[config.mk]
export PLATFORM = sky130hd
export DESIGN_NAME = http_date_parser
export DESIGN_NICKNAME = d
export VERILOG_FILES = /design/src/hw/rtl/hdp_pkg.sv /design/src/hw/rtl/hdp_fifo.sv /design/src/hw/rtl/hdp_front.sv /design/src/hw/rtl/hdp_back.sv /design/src/hw/rtl/http_date_parser.sv
export SDC_FILE = /design/constraint.sdc
export NUM_CORES = 2
export LEC_CHECK = 0
export BUFFER_PORTS_ARGS = -buffer_cell sky130_fd_sc_hd__buf_2
export CAP_MARGIN = 25
export CORE_UTILIZATION = 65
export CTS_BUF_LIST = sky130_fd_sc_hd__clkbuf_16
export DETAILED_ROUTE_END_ITERATION = 16
export PLACE_DENSITY = 0.84
export REMOVE_ABC_BUFFERS = 1
export SETUP_SLACK_MARGIN = 0.2
export SYNTH_ARGS = -nofsm -noshare
export SYNTH_HDL_FRONTEND = slang
export SYNTH_SLANG_ARGS = --single-unit
[constraint.sdc]
create_clock -name clk -period 21.9 [get_ports clk]
set_clock_uncertainty 0.15 [all_clocks]
set_input_delay 4.38 -clock clk [delete_from_list [all_inputs] [get_ports clk]]
set_output_delay 4.38 -clock clk [all_outputs]
set_load 0.03 [all_outputs]
[src/hw/rtl/hdp_pkg.sv]
// shared types, constants and lookup functions of the http date parser
// no dependencies; imported by hdp_front, hdp_back and http_date_parser
package hdp_pkg;

	localparam int JOB_QUEUE_DEPTH    = 4;
	localparam int RESULT_QUEUE_DEPTH = 2;

	// text layout: byte offsets of the captured fields
	localparam logic [4:0] TEXT_MIN_LEN = 5'd29;
	localparam logic [4:0] POS_DAY_0    = 5'd5;
	localparam logic [4:0] POS_DAY_1    = 5'd6;
	localparam logic [4:0] POS_MON_0    = 5'd8;
	localparam logic [4:0] POS_MON_1    = 5'd9;
	localparam logic [4:0] POS_MON_2    = 5'd10;
	localparam logic [4:0] POS_YEAR_0   = 5'd12;
	localparam logic [4:0] POS_YEAR_1   = 5'd13;
	localparam logic [4:0] POS_YEAR_2   = 5'd14;
	localparam logic [4:0] POS_YEAR_3   = 5'd15;
	localparam logic [4:0] POS_HOUR_0   = 5'd17;
	localparam logic [4:0] POS_HOUR_1   = 5'd18;
	localparam logic [4:0] POS_MIN_0    = 5'd20;
	localparam logic [4:0] POS_MIN_1    = 5'd21;
	localparam logic [4:0] POS_SEC_0    = 5'd23;
	localparam logic [4:0] POS_SEC_1    = 5'd24;

	localparam logic [7:0] CHAR_ZERO = 8'h30;
	localparam logic [7:0] CHAR_NINE = 8'h39;

	// month codes
	localparam int         MONTH_COUNT   = 12;
	localparam logic [3:0] MONTH_MAR     = 4'd2;
	localparam logic [3:0] MONTH_UNKNOWN = 4'd12;

	localparam logic [23:0] MONTH_NAMES [MONTH_COUNT] = '{
		24'h4A616E, 24'h466562, 24'h4D6172, 24'h417072, 24'h4D6179, 24'h4A756E,
		24'h4A756C, 24'h417567, 24'h536570, 24'h4F6374, 24'h4E6F76, 24'h446563
	};

	// day of a march-based year on which each month starts, jan first
	localparam logic [8:0] MONTH_START_DAY [MONTH_COUNT] = '{
		9'd306, 9'd337, 9'd0, 9'd31, 9'd61, 9'd92,
		9'd122, 9'd153, 9'd184, 9'd214, 9'd245, 9'd275
	};

	// one word handed from the front to the back
	typedef struct packed {
		logic        err;
		logic        year_bad;
		logic [13:0] year;
		logic [3:0]  month;
		logic [6:0]  day;
		logic [6:0]  hour;
		logic [6:0]  minute;
		logic [6:0]  second;
	} job_t;

	typedef struct packed {
		logic               err;
		logic signed [38:0] secs;
	} result_t;

	function automatic logic [13:0] add_digit(input logic [13:0] acc, input logic [3:0] dv);
		return 14'(acc * 14'd10 + 14'(dv));
	endfunction

	function automatic logic [8:0] month_start(input logic [3:0] m);
		logic [8:0] d;
		d = '0;
		if (m < MONTH_UNKNOWN) begin
			d = MONTH_START_DAY[m];
		end
		return d;
	endfunction

endpackage

[src/hw/rtl/hdp_fifo.sv]
// small register queue with full and empty flags
// no package dependencies; used for the job and result queues
module hdp_fifo #(
	parameter int WIDTH = 8,
	parameter int DEPTH = 4
) (
	input  logic             clk,
	input  logic             arst_n,
	input  logic             push,
	input  logic [WIDTH-1:0] wr_data,
	input  logic             pop,
	output logic [WIDTH-1:0] rd_data,
	output logic             full,
	output logic             empty
);

	localparam int AW = (DEPTH > 1) ? $clog2(DEPTH) : 1;
	localparam int CW = $clog2(DEPTH + 1);

	logic [WIDTH-1:0] mem_q [DEPTH];
	logic [AW-1:0]    wr_ptr_q;
	logic [AW-1:0]    rd_ptr_q;
	logic [CW-1:0]    count_q;
	logic             do_push;
	logic             do_pop;

	assign full    = (count_q == CW'(DEPTH));
	assign empty   = (count_q == '0);
	assign do_push = push && !full;
	assign do_pop  = pop && !empty;
	assign rd_data = mem_q[rd_ptr_q];

	always_ff @(posedge clk) begin
		if (do_push) begin
			mem_q[wr_ptr_q] <= wr_data;
		end
	end

	always_ff @(posedge clk or negedge arst_n) begin
		if (!arst_n) begin
			wr_ptr_q <= '0;
			rd_ptr_q <= '0;
			count_q  <= '0;
		end else begin
			if (do_push) begin
				wr_ptr_q <= (wr_ptr_q == AW'(DEPTH - 1)) ? '0 : wr_ptr_q + 1'b1;
			end
			if (do_pop) begin
				rd_ptr_q <= (rd_ptr_q == AW'(DEPTH - 1)) ? '0 : rd_ptr_q + 1'b1;
			end
			if (do_push && !do_pop) begin
				count_q <= count_q + 1'b1;
			end else if (do_pop && !do_push) begin
				count_q <= count_q - 1'b1;
			end
		end
	end

endmodule

[src/hw/rtl/hdp_front.sv]
// byte front end: tracks the text position and captures date fields
// depends on hdp_pkg; emits one job_t per text on its last byte
module hdp_front (
	input  logic          clk,
	input  logic          arst_n,
	input  logic          push,
	input  logic [7:0]    text_byte,
	input  logic          end_of_text,
	output logic          full,
	input  logic          job_full,
	output logic          job_push,
	output hdp_pkg::job_t job
);
	import hdp_pkg::*;

	logic [4:0]  pos_q, pos_d;
	logic [6:0]  day_q, day_d;
	logic [23:0] month_q, month_d;
	logic [13:0] year_q, year_d;
	logic        year_bad_q, year_bad_d;
	logic [6:0]  hour_q, hour_d;
	logic [6:0]  minute_q, minute_d;
	logic [6:0]  second_q, second_d;
	logic        field_bad_q, field_bad_d;
	logic        is_digit;
	logic [3:0]  dv;
	logic [3:0]  month_idx;
	logic        accept;

	assign is_digit = (text_byte >= CHAR_ZERO) && (text_byte <= CHAR_NINE);
	assign dv       = is_digit ? 4'(text_byte - CHAR_ZERO) : 4'd0;

	always_comb begin
		pos_d       = pos_q;
		day_d       = day_q;
		month_d     = month_q;
		year_d      = year_q;
		year_bad_d  = year_bad_q;
		hour_d      = hour_q;
		minute_d    = minute_q;
		second_d    = second_q;
		field_bad_d = field_bad_q;
		if (pos_q < TEXT_MIN_LEN) begin
			pos_d = pos_q + 5'd1;
			unique case (pos_q) inside
				POS_DAY_0, POS_DAY_1: begin
					field_bad_d = field_bad_q | ~is_digit;
					day_d       = 7'(add_digit(14'(day_q), dv));
				end
				POS_MON_0, POS_MON_1, POS_MON_2: begin
					month_d = {month_q[15:0], text_byte};
				end
				POS_YEAR_0, POS_YEAR_1, POS_YEAR_2, POS_YEAR_3: begin
					year_bad_d = year_bad_q | ~is_digit;
					year_d     = add_digit(year_q, dv);
				end
				POS_HOUR_0, POS_HOUR_1: begin
					field_bad_d = field_bad_q | ~is_digit;
					hour_d      = 7'(add_digit(14'(hour_q), dv));
				end
				POS_MIN_0, POS_MIN_1: begin
					field_bad_d = field_bad_q | ~is_digit;
					minute_d    = 7'(add_digit(14'(minute_q), dv));
				end
				POS_SEC_0, POS_SEC_1: begin
					field_bad_d = field_bad_q | ~is_digit;
					second_d    = 7'(add_digit(14'(second_q), dv));
				end
				default: begin
				end
			endcase
		end
	end

	// names are distinct, so at most one compare hits
	always_comb begin
		month_idx = MONTH_UNKNOWN;
		for (int i = 0; i < MONTH_COUNT; i++) begin
			if (month_d == MONTH_NAMES[i]) begin
				month_idx = 4'(i);
			end
		end
	end

	assign full     = job_full;
	assign accept   = push && !job_full;
	assign job_push = accept && end_of_text;

	always_comb begin
		job.err      = (pos_d < TEXT_MIN_LEN) || (month_idx == MONTH_UNKNOWN) || field_bad_d;
		job.year_bad = year_bad_d;
		job.year     = year_d;
		job.month    = month_idx;
		job.day      = day_d;
		job.hour     = hour_d;
		job.minute   = minute_d;
		job.second   = second_d;
	end

	always_ff @(posedge clk or negedge arst_n) begin
		if (!arst_n) begin
			pos_q       <= '0;
			day_q       <= '0;
			month_q     <= '0;
			year_q      <= '0;
			year_bad_q  <= 1'b0;
			hour_q      <= '0;
			minute_q    <= '0;
			second_q    <= '0;
			field_bad_q <= 1'b0;
		end else if (accept) begin
			if (end_of_text) begin
				pos_q       <= '0;
				day_q       <= '0;
				month_q     <= '0;
				year_q      <= '0;
				year_bad_q  <= 1'b0;
				hour_q      <= '0;
				minute_q    <= '0;
				second_q    <= '0;
				field_bad_q <= 1'b0;
			end else begin
				pos_q       <= pos_d;
				day_q       <= day_d;
				month_q     <= month_d;
				year_q      <= year_d;
				year_bad_q  <= year_bad_d;
				hour_q      <= hour_d;
				minute_q    <= minute_d;
				second_q    <= second_d;
				field_bad_q <= field_bad_d;
			end
		end
	end

endmodule

[src/hw/rtl/hdp_back.sv]
// conversion back end: six-stage pipeline from civil date to epoch seconds
// depends on hdp_pkg; takes job_t words, gives result_t words
module hdp_back (
	input  logic             clk,
	input  logic             arst_n,
	input  logic             job_valid,
	input  hdp_pkg::job_t    job,
	output logic             job_pop,
	output logic             res_valid,
	output hdp_pkg::result_t res,
	input  logic             res_ready
);
	import hdp_pkg::*;

	localparam logic [14:0] YEAR_BIAS   = 15'd400;
	localparam logic [28:0] ERA_RECIP   = 29'd10486;   // ceil(2^22 / 400)
	localparam logic [14:0] ERA_YEARS   = 15'd400;
	localparam logic [13:0] CENT_RECIP  = 14'd41;      // ceil(2^12 / 100)
	localparam logic signed [23:0] ERA_DAYS = 24'sd146097;
	// 1970-01-01 in the shifted day count, plus one for the 1-based day
	localparam logic signed [24:0] EPOCH_OFFSET_DAYS = 25'sd719469;
	localparam logic signed [17:0] DAY_SECONDS = 18'sd86400;

	logic adv;

	logic               valid_s1, valid_s2, valid_s3, valid_s4, valid_s5, valid_s6;
	logic               err_s1, err_s2, err_s3, err_s4, err_s5, err_s6;
	logic [14:0]        yy_s1, yy_s2;
	logic [8:0]         doy_s1, doy_s2, doy_s3;
	logic [6:0]         day_s1, day_s2, day_s3, day_s4;
	logic [18:0]        tsum_s1, tsum_s2, tsum_s3, tsum_s4, tsum_s5;
	logic [5:0]         era_s2, era_s3;
	logic [8:0]         yoe_s3;
	logic signed [23:0] base_s4;
	logic [17:0]        doe_s4;
	logic signed [24:0] days_s5;
	logic signed [38:0] secs_s6;

	logic               lt_mar;
	logic [14:0]        yy_d;
	logic [18:0]        tsum_d;
	logic [28:0]        era_prod;
	logic [14:0]        yoe_full;
	logic signed [6:0]  era_m1;
	logic signed [23:0] base_d;
	logic [13:0]        cent_prod;
	logic [17:0]        doe_d;
	logic signed [24:0] days_d;
	logic signed [38:0] secs_d;

	// whole pipeline moves unless the last stage holds a word nobody takes
	assign adv       = !valid_s6 || res_ready;
	assign job_pop   = adv && job_valid;
	assign res_valid = valid_s6;
	assign res.err   = err_s6;
	assign res.secs  = secs_s6;

	// stage 1: march-based year with bias, month start, time of day
	assign lt_mar = job.month < MONTH_MAR;
	assign yy_d   = job.year_bad ? (YEAR_BIAS - 15'd1 - 15'(lt_mar))
	                             : (15'(job.year) + YEAR_BIAS - 15'(lt_mar));
	assign tsum_d = 19'(job.hour) * 19'd3600 + 19'(job.minute) * 19'd60
	              + 19'(job.second);

	// stage 2: era by reciprocal multiply
	assign era_prod = 29'(yy_s1) * ERA_RECIP;

	// stage 3: year of era
	assign yoe_full = yy_s2 - 15'(era_s2) * ERA_YEARS;

	// stage 4: era base days and day of era
	assign era_m1    = $signed({1'b0, era_s3}) - 7'sd1;
	assign base_d    = era_m1 * ERA_DAYS;
	assign cent_prod = 14'(yoe_s3) * CENT_RECIP;
	assign doe_d     = 18'(yoe_s3) * 18'd365 + 18'(yoe_s3[8:2]) - 18'(cent_prod[13:12])
	                 + 18'(doy_s3);

	// stage 5: days since epoch
	assign days_d = 25'(base_s4) + $signed({7'b0, doe_s4}) + $signed({18'b0, day_s4})
	              - EPOCH_OFFSET_DAYS;

	// stage 6: seconds
	assign secs_d = days_s5 * DAY_SECONDS + $signed({20'b0, tsum_s5});

	always_ff @(posedge clk or negedge arst_n) begin
		if (!arst_n) begin
			valid_s1 <= 1'b0;
			valid_s2 <= 1'b0;
			valid_s3 <= 1'b0;
			valid_s4 <= 1'b0;
			valid_s5 <= 1'b0;
			valid_s6 <= 1'b0;
		end else if (adv) begin
			valid_s1 <= job_valid;
			valid_s2 <= valid_s1;
			valid_s3 <= valid_s2;
			valid_s4 <= valid_s3;
			valid_s5 <= valid_s4;
			valid_s6 <= valid_s5;
		end
	end

	always_ff @(posedge clk) begin
		if (adv) begin
			err_s1  <= job.err;
			yy_s1   <= yy_d;
			doy_s1  <= month_start(job.month);
			day_s1  <= job.day;
			tsum_s1 <= tsum_d;

			err_s2  <= err_s1;
			yy_s2   <= yy_s1;
			era_s2  <= era_prod[27:22];
			doy_s2  <= doy_s1;
			day_s2  <= day_s1;
			tsum_s2 <= tsum_s1;

			err_s3  <= err_s2;
			era_s3  <= era_s2;
			yoe_s3  <= yoe_full[8:0];
			doy_s3  <= doy_s2;
			day_s3  <= day_s2;
			tsum_s3 <= tsum_s2;

			err_s4  <= err_s3;
			base_s4 <= base_d;
			doe_s4  <= doe_d;
			day_s4  <= day_s3;
			tsum_s4 <= tsum_s3;

			err_s5  <= err_s4;
			days_s5 <= days_d;
			tsum_s5 <= tsum_s4;

			err_s6  <= err_s5;
			secs_s6 <= err_s5 ? '0 : secs_d;
		end
	end

endmodule

[src/hw/rtl/http_date_parser.sv]
// top level of the http date parser: front, job queue, back, result queue
// depends on hdp_pkg, hdp_fifo, hdp_front and hdp_back
//
// usage
//  - input side is a queue: drive text_byte and end_of_text, raise push; a word
//    is taken on each clock edge with push high and full low
//  - a date text is fed one byte per word, end_of_text high on its last byte;
//    every such word makes exactly one result, other bytes make none
//  - result side is a queue: while empty is low, parse_error and epoch_seconds
//    show the oldest result; it is taken on an edge with pop high
//  - unstalled throughput: one byte per cycle, and one text per cycle even for
//    one-byte texts; the six-stage back end pipeline takes a word every cycle
//  - a result passes the job queue, the six pipeline stages and the result
//    queue, all registered, before it becomes visible
//  - stall: when pop stays low the result queue fills, the pipeline freezes,
//    then the job queue fills and full rises; bytes still in flight keep
//    their captured fields, nothing is dropped
//  - reset (arst_n low) empties both queues, clears all pipeline valid bits
//    and returns the byte position and field captures to zero
//  - on parse_error, epoch_seconds reads zero
module http_date_parser #(
	parameter int JOB_DEPTH = hdp_pkg::JOB_QUEUE_DEPTH,
	parameter int RES_DEPTH = hdp_pkg::RESULT_QUEUE_DEPTH
) (
	input  logic               clk,
	input  logic               arst_n,
	input  logic               push,
	output logic               full,
	input  logic [7:0]         text_byte,
	input  logic               end_of_text,
	output logic               empty,
	input  logic               pop,
	output logic               parse_error,
	output logic signed [38:0] epoch_seconds
);
	import hdp_pkg::*;

	// front to job queue
	job_t    job_in;
	logic    job_push;
	logic    job_full;
	// job queue to back
	job_t    job_out;
	logic    job_empty;
	logic    job_pop;
	// back to result queue
	result_t res;
	logic    res_valid;
	logic    res_full;
	logic    res_ready;
	result_t res_out;

	// front end: per-byte field capture, one job word per text
	hdp_front u_front (
		.clk         (clk),
		.arst_n      (arst_n),
		.push        (push),
		.text_byte   (text_byte),
		.end_of_text (end_of_text),
		.full        (full),
		.job_full    (job_full),
		.job_push    (job_push),
		.job         (job_in)
	);

	// decouples byte intake from the conversion pipeline
	hdp_fifo #(
		.WIDTH ($bits(job_t)),
		.DEPTH (JOB_DEPTH)
	) u_job_queue (
		.clk     (clk),
		.arst_n  (arst_n),
		.push    (job_push),
		.wr_data (job_in),
		.pop     (job_pop),
		.rd_data (job_out),
		.full    (job_full),
		.empty   (job_empty)
	);

	// back end: civil date to seconds since epoch
	hdp_back u_back (
		.clk       (clk),
		.arst_n    (arst_n),
		.job_valid (!job_empty),
		.job       (job_out),
		.job_pop   (job_pop),
		.res_valid (res_valid),
		.res       (res),
		.res_ready (res_ready)
	);

	assign res_ready = !res_full;

	// output register stage seen by the receiver
	hdp_fifo #(
		.WIDTH ($bits(result_t)),
		.DEPTH (RES_DEPTH)
	) u_res_queue (
		.clk     (clk),
		.arst_n  (arst_n),
		.push    (res_valid && res_ready),
		.wr_data (res),
		.pop     (pop),
		.rd_data (res_out),
		.full    (res_full),
		.empty   (empty)
	);

	assign parse_error   = res_out.err;
	assign epoch_seconds = res_out.secs;

	// a word at the end of the pipeline waits unchanged while the queue is full
	a_back_hold: assert property (@(posedge clk) disable iff (!arst_n)
		res_valid && !res_ready |=> res_valid && $stable(res))
		else $error("back end lost or changed a stalled result");

	// an error result carries zero seconds
	a_err_zero: assert property (@(posedge clk) disable iff (!arst_n)
		!empty && parse_error |-> epoch_seconds == '0)
		else $error("error result with nonzero seconds");

	// jobs come only from an accepted last byte
	a_job_source: assert property (@(posedge clk) disable iff (!arst_n)
		job_push |-> push && !full && end_of_text)
		else $error("job pushed without an accepted last byte");

endmodule
==> Word-level counts from Yosys, hierarchy flattened <==
Memory sizes are Yosys's and may differ from the RTL's. A register that Yosys moved wholly into a read port is not among the register bits.
Cells that the tools add are included.
{ "op_classes": {"muxes": 52, "multipliers": 13, "n_eq_ne": 32, "reduce_logical": 37, "magnitude_cmp": 6, "bitwise_logic": 4, "add_sub_neg": 29} }
{ "ops": {"columns": ["operator", "n"], "rows": [
  ["24-bit by 23-bit equality test with 1-bit output (second input constant)", 12],
  ["7-bit 2-to-1 mux", 12],
  ["24-bit 2-to-1 mux", 3],
  ["4-bit 2-to-1 mux", 13],
  ["14-bit 2-to-1 mux", 3],
  ["39-bit by 20-bit adder with 39-bit output", 1],
  ["5-bit by 4-bit equality test with 1-bit output (second input constant)", 7],
  ["25-bit by 11-bit multiplier with 32-bit output (second input constant)", 1],
  ["5-bit equality test (second input constant)", 6],
  ["7-bit by 4-bit adder with 7-bit output", 4],
  ["7-bit by 3-bit multiplier with 6-bit output (second input constant)", 4],
  ["15-bit by 13-bit multiplier with 27-bit output (second input constant)", 1],
  ["24-bit by 19-bit adder with 25-bit output", 1],
  ["25-bit by 8-bit adder with 25-bit output", 1],
  ["25-bit by 21-bit subtractor with 25-bit output (second input constant)", 1],
  ["7-bit by 19-bit multiplier with 24-bit output (second input constant)", 1],
  ["19-bit by 13-bit adder with 19-bit output", 1],
  ["19-bit by 7-bit adder with 19-bit output", 1],
  ["18-bit by 7-bit adder with 18-bit output", 1],
  ["18-bit by 9-bit adder with 18-bit output", 1],
  ["9-bit by 9-bit multiplier with 18-bit output (second input constant)", 1],
  ["18-bit by 2-bit subtractor with 18-bit output", 1],
  ["14-bit by 9-bit adder with 15-bit output (second input constant)", 1],
  ["7-bit by 8-bit multiplier with 15-bit output (second input constant)", 1],
  ["other kinds (43)", 94]
]} }
{ "word_totals": {"word_cells": 223, "out_inout_bits": 42, "romBits": 144, "ramBits": 272, "mem_count": 3, "ff_bits": 388, "inputBits": 13} }
{ "mem_list": {"columns": ["name", "depth", "width", "read_ports", "rd_ports_with_merged_regs", "wr", "line_no", "text"], "rows": [
  ["u_job_queue.mem_q", 4, 48, 1, 0, 1, "hdp_fifo.sv:20", "logic [WIDTH-1:0] mem_q [DEPTH];"],
  ["(no name shown)", 16, 9, 1, 1, 0, "hdp_pkg.sv:70", "d = MONTH_START_DAY[m];"],
  ["u_res_queue.mem_q", 2, 40, 1, 0, 1, "hdp_fifo.sv:20", null]
]} }

==> Depth between registers and ports, before layout <==
{ "depth": {"depth_word": 20, "mapped_depth": 37, "mapped_depth_nobuf": 37} }

==> By module <==
From an unflattened synthesis, not the netlist that was laid out.
{ "hier_totals": {"cells_unflattened": 3545, "area_unflattened_um2": 44640.3} }
{ "by_module_without_submodules": {"columns": ["mod", "seq_area_each_um2", "instances", "area_each_um2", "cells_each"], "rows": [
  ["hdp_back", 9369.0, 1, 27729.1, 2404],
  ["hdp_fifo at u_job_queue", 5940.7, 1, 7398.3, 288],
  ["hdp_front", 1826.8, 1, 6212.2, 706],
  ["hdp_fifo at u_res_queue", 2502.4, 1, 3286.9, 144],
  ["http_date_parser", 0.0, 1, 13.8, 3]
]} }

==> Worst setup path after synthesis <==
No wires, ideal clock.
{ "synth_path": {"path_type": "register to register", "start": "reg u_res_queue.count_q[0]", "end": "reg u_job_queue.count_q[2]", "synth_period_minus_slack_ps": 10550, "setup_ps": 79, "slack_ps": 11350, "arrival_ps": 10321, "t_required_ps": 21671, "path_stages_with_launch": 10, "path_buffers": 0, "cell_sequence": "dfrtp_1 nand3b_1 o31a_1 inv_1 ha_1 inv_1 fa_1 xor2_1 nor2_1 xor2_1"} }
{ "synth_via": {"elab_chain_cells": 8, "word_cells_on_any_way": 10, "classes_between": "eq/ne: 1; mux: 1; reduce/logical: 8"} }
{ "synth_rtl": {"columns": ["element", "line_no", "text"], "rows": [
  ["from (decl)", "hdp_fifo.sv:23", "logic [CW-1:0] count_q;"],
  ["from (signal assigned)", "hdp_fifo.sv:52", "count_q <= count_q + 1'b1;"],
  ["from (signal assigned)", "hdp_fifo.sv:54", "count_q <= count_q - 1'b1;"],
  ["2-bit equality test *", "hdp_fifo.sv:27", "assign full = (count_q == CW'(DEPTH));"],
  ["1-bit logical NOT *", "http_date_parser.sv:93", "assign res_ready = !res_full;"],
  ["1-bit logical OR *", "hdp_back.sv:52", "assign adv = !valid_s6 || res_ready;"],
  ["1-bit logical AND *", "hdp_back.sv:53", "assign job_pop = adv && job_valid;"],
  ["1-bit logical AND *", "hdp_fifo.sv:30", "assign do_pop = pop && !empty;"],
  ["1-bit logical NOT", "hdp_fifo.sv:51", "if (do_push && !do_pop) begin"],
  ["1-bit logical AND", "hdp_fifo.sv:51", null],
  ["3-bit 2-to-1 mux / 2-bit nonzero test (equally long branches)", null, null],
  ["to (signal assigned)", "hdp_fifo.sv:52", null],
  ["to (signal assigned)", "hdp_fifo.sv:54", null],
  ["to (decl)", "hdp_fifo.sv:23", null]
]} }
Every way passes the cells marked *; elsewhere a longest branch is shown, timed or not.
A chain may end at the register's enable or synchronous reset.

==> Worst setup path after layout <==
{ "layout_path": {"start": "reg u_back.yoe_s3[3]", "end": "reg u_back.doe_s4[17] (data pin)"} }
{ "layout_via": {"elab_chain_cells": 4, "word_cells_on_any_way": 5, "classes_between": "add/sub: 3; mul: 2"} }
{ "layout_rtl": {"columns": ["element", "line_no", "text"], "rows": [
  ["from (decl)", "hdp_back.sv:33", "logic [8:0] yoe_s3;"],
  ["from (signal assigned)", "hdp_back.sv:120", "yoe_s3 <= yoe_full[8:0];"],
  ["9-bit by 9-bit multiplier with 18-bit output", "hdp_back.sv:75", "assign doe_d = 18'(yoe_s3) * 18'd365 + 18'(yoe_s3[8:2]) - 18'(cent_prod[13:12])"],
  ["18-bit by 7-bit adder with 18-bit output", "hdp_back.sv:75", null],
  ["18-bit by 2-bit subtractor with 18-bit output *", "hdp_back.sv:75", null],
  ["18-bit by 9-bit adder with 18-bit output *", "hdp_back.sv:76", "+ 18'(doy_s3);"],
  ["net u_back.doe_d[17]", "hdp_back.sv:47", "logic [17:0] doe_d;"],
  ["to (signal assigned)", "hdp_back.sv:127", "doe_s4 <= doe_d;"],
  ["to (decl)", "hdp_back.sv:35", "logic [17:0] doe_s4;"]
]} }
The timed path passes the listed nets; every way through them passes the cells marked *.

==> reports/results.tsv <==
metric	value	unit
setup_viol	0	
ys_seq_area_frac	0.445	
synth_top_area_share	0.394	
hold_violations	0	
synth_edf_count	579	
syn_avg_cell_area	12.5	um^2
min_path_cells	0	
synth_area	0.0442	mm^2
min_period_over_period	0.369	
synth-main-ff-cell	edfxtp_1	
hold_buffers	0	
synth_area_leaders	edfxtp_1 39%, ha_1 16%, fa_1 11%	
worstRegToRegCells	34	
design_area	0.0477	mm^2
finalCriticalPeriod	8.09	ns
areaGrowthSynthToFinish	7.95	%
antenna_cells	0	
critical_path_depth	34	
fp.dieArea	0.0690	mm^2
layout-drive-gt1-share	0.0904	
timing.setup.tns	0	ns
dieHeight	263	um
nets	4455	
final_cell_mix	588 x inv_1, 579 x edfxtp_1, 577 x ha_1	
cts_resized	0	
coreArea	0.0672	mm^2
drtIter0Drc	1743	
crit_family	adder cells	
numCtsBuffers	70	
viasPerCell	5.82	
avgRoutedWirePerCell	17.9	um
htree_levels	3	
hp-class	reg -> reg	
antenna_left	0	
drc_errors	0	
antenna_found_initial	0	
place_area	0.0454	mm^2
endpoint_kind	flop	
cp_max_fo	10	
synth-seq-cells	669	
critPathKind	reg -> reg	
async_flop_share	0.135	
io_pins	55	
cts.path.max_buffers	3	
maxSlewHeadroom	0.309	
clkLatencyLatePin	0.61	ns
grt_use_total	0.245	
max-cap-violations	0	
cts-root-buf	clkbuf_16	
crit_required	22.11	ns
cts_tree	yes	
grt_pass1_vias	27700	
place_congestion	0.888	
rows	95	
synth_cell_types	72	
clk_pin_slew	0.06	ns
grt_pass1_wl	136000	um
cp_slowest_cell	fa_1	
post_cts_buffers	0	
syn_inst	3543	
cp.arrival	8.30	ns
io_buffers	54	
cp_num_buf_inv	5	
rsz0062_at_grt	no	
start_util	0.657	
ys_warn_count	0	
tightestPinTransition	1.04	ns
yosys.area.top_type	edfxtp_1	
grt_max_degree	173	
die_w	263	um
slowest_delay	0.62	ns
slew_violations	0	
vias	26500	
worstSetupStartpointType	flop	
dp.final_hpwl	58500	um
grt_overflow	0	
final_common_cell	inv_1	
firstDrtPassIters	5	
fmax	0.124	GHz
wl	81600	um
cts_sinks	669	
outcome	finished, final reports clean	
fillers	4340	
==> cells by family (layout without fill, tap and decap cells) <==
kind of cell | count (synthesis) | after routing | synth area share
adders and majority gates | 824 | 824 | 0.275
xor gates and xnor gates | 218 | 218 | 0.0432
DFF | 669 | 669 | 0.445
muxes | 124 | 124 | 0.0436
AOI/OAI and AO/OA | 523 | 523 | 0.0771
and+or+nand+nor | 537 | 537 | 0.0607
buffers and inverters | 648 | 779 | 0.0551
==> state kept, by name, indices dropped and copies added (netlist names), 9 cells and up <==
signal             flops
u_back.tsum_s5        19
u_back.secs_s6        39
u_back.tsum_s2        19
u_back.tsum_s4        19
u_back.doy_s2          9
u_back.tsum_s1        19
u_back.yoe_s3          9
u_back.doy_s1          9
u_back.yy_s2           9
u_back.yy_s1          15
u_back.base_s4        24
u_front.month_q       24
u_job_queue.mem_q    192
u_res_queue.mem_q     80
u_back.doy_s3          9
u_front.year_q        14
u_back.days_s5        25
u_back.doe_s4         18
u_back.tsum_s3        19
==> metrics by stage <==
step	cells	setup slack [ns]	utilization	hold slack, ns
6_report	4547	13.81	0.710	0.261
5_1_grt	4547	13.23	0.710	0.270
4_1_cts	4545	13.76	0.709	0.260
3_5_place_dp	4417	13.91	0.677	0.255
3_3_place_gp	4417	14.06	0.677	0.250
2_1_floorplan	3469	11.35	-	0.250
==> cell usage after synthesis (all sizes together), types with 17 or more instances <==
master and count:
edfxtp 579, ha 577, inv 574, fa 247
xnor2 167, nand2 134, a21oi 131, nor2 130
o21ai 116, dfrtp 90, mux2 68, a21o 56
clkbuf 56, xor2 51, mux4 48, nor3 43
nand3 42, a22o 40, nor2b 33, nand2b 32
o21bai 26, and3 23, a22oi 21, a31oi 18
buf 18, and2 17
==> layer usage <==
layer / vias up / track usage / wire length, um
met3: 179 / 0.0330 / 3530
met1: 13100 / 0.301 / 32800
met2: 630 / 0.443 / 42600
li1: 12600 / - / -
met4: 0 / 0.0851 / 2630
met5: - / 0 / 0
==> path summary, 6_finish.rpt <==
kind	startpoint	end	slack (ns)
hold reg to reg	u_back.era_s2[5]$_DFFE_PN_	u_back.era_s3[5]$_DFFE_PN_	0.26
setup / recovery	u_back.yoe_s3[3]$_DFFE_PN_	u_back.doe_s4[17]$_DFFE_PN_	13.81
max in group asynchronous	arst_n	u_res_queue.rd_ptr_q$_DFFE_PN0P_	16.76
hold / removal	u_back.era_s2[5]$_DFFE_PN_	u_back.era_s3[5]$_DFFE_PN_	0.26
setup reg to reg	u_back.yoe_s3[3]$_DFFE_PN_	u_back.doe_s4[17]$_DFFE_PN_	13.81
min in group asynchronous	arst_n	u_front.year_q[10]$_DFFE_PN0P_	3.56
==> layout make-up <==
type | instances | area (um^2) | area share
clock buffer | 71 | 1780 | 0.0373
clock inverter | 57 | 415 | 0.00871
inverter | 574 | 2150 | 0.0452
multi-input combinational | 2226 | 22100 | 0.464
sequential | 669 | 19600 | 0.412
tap | 873 | 1090 | 0.0229
timing repair buffer | 77 | 478 | 0.0100
Power is left out: the tool's default activity adds up to more than one toggle a clock period on the data nets, which glitch-free logic cannot reach.
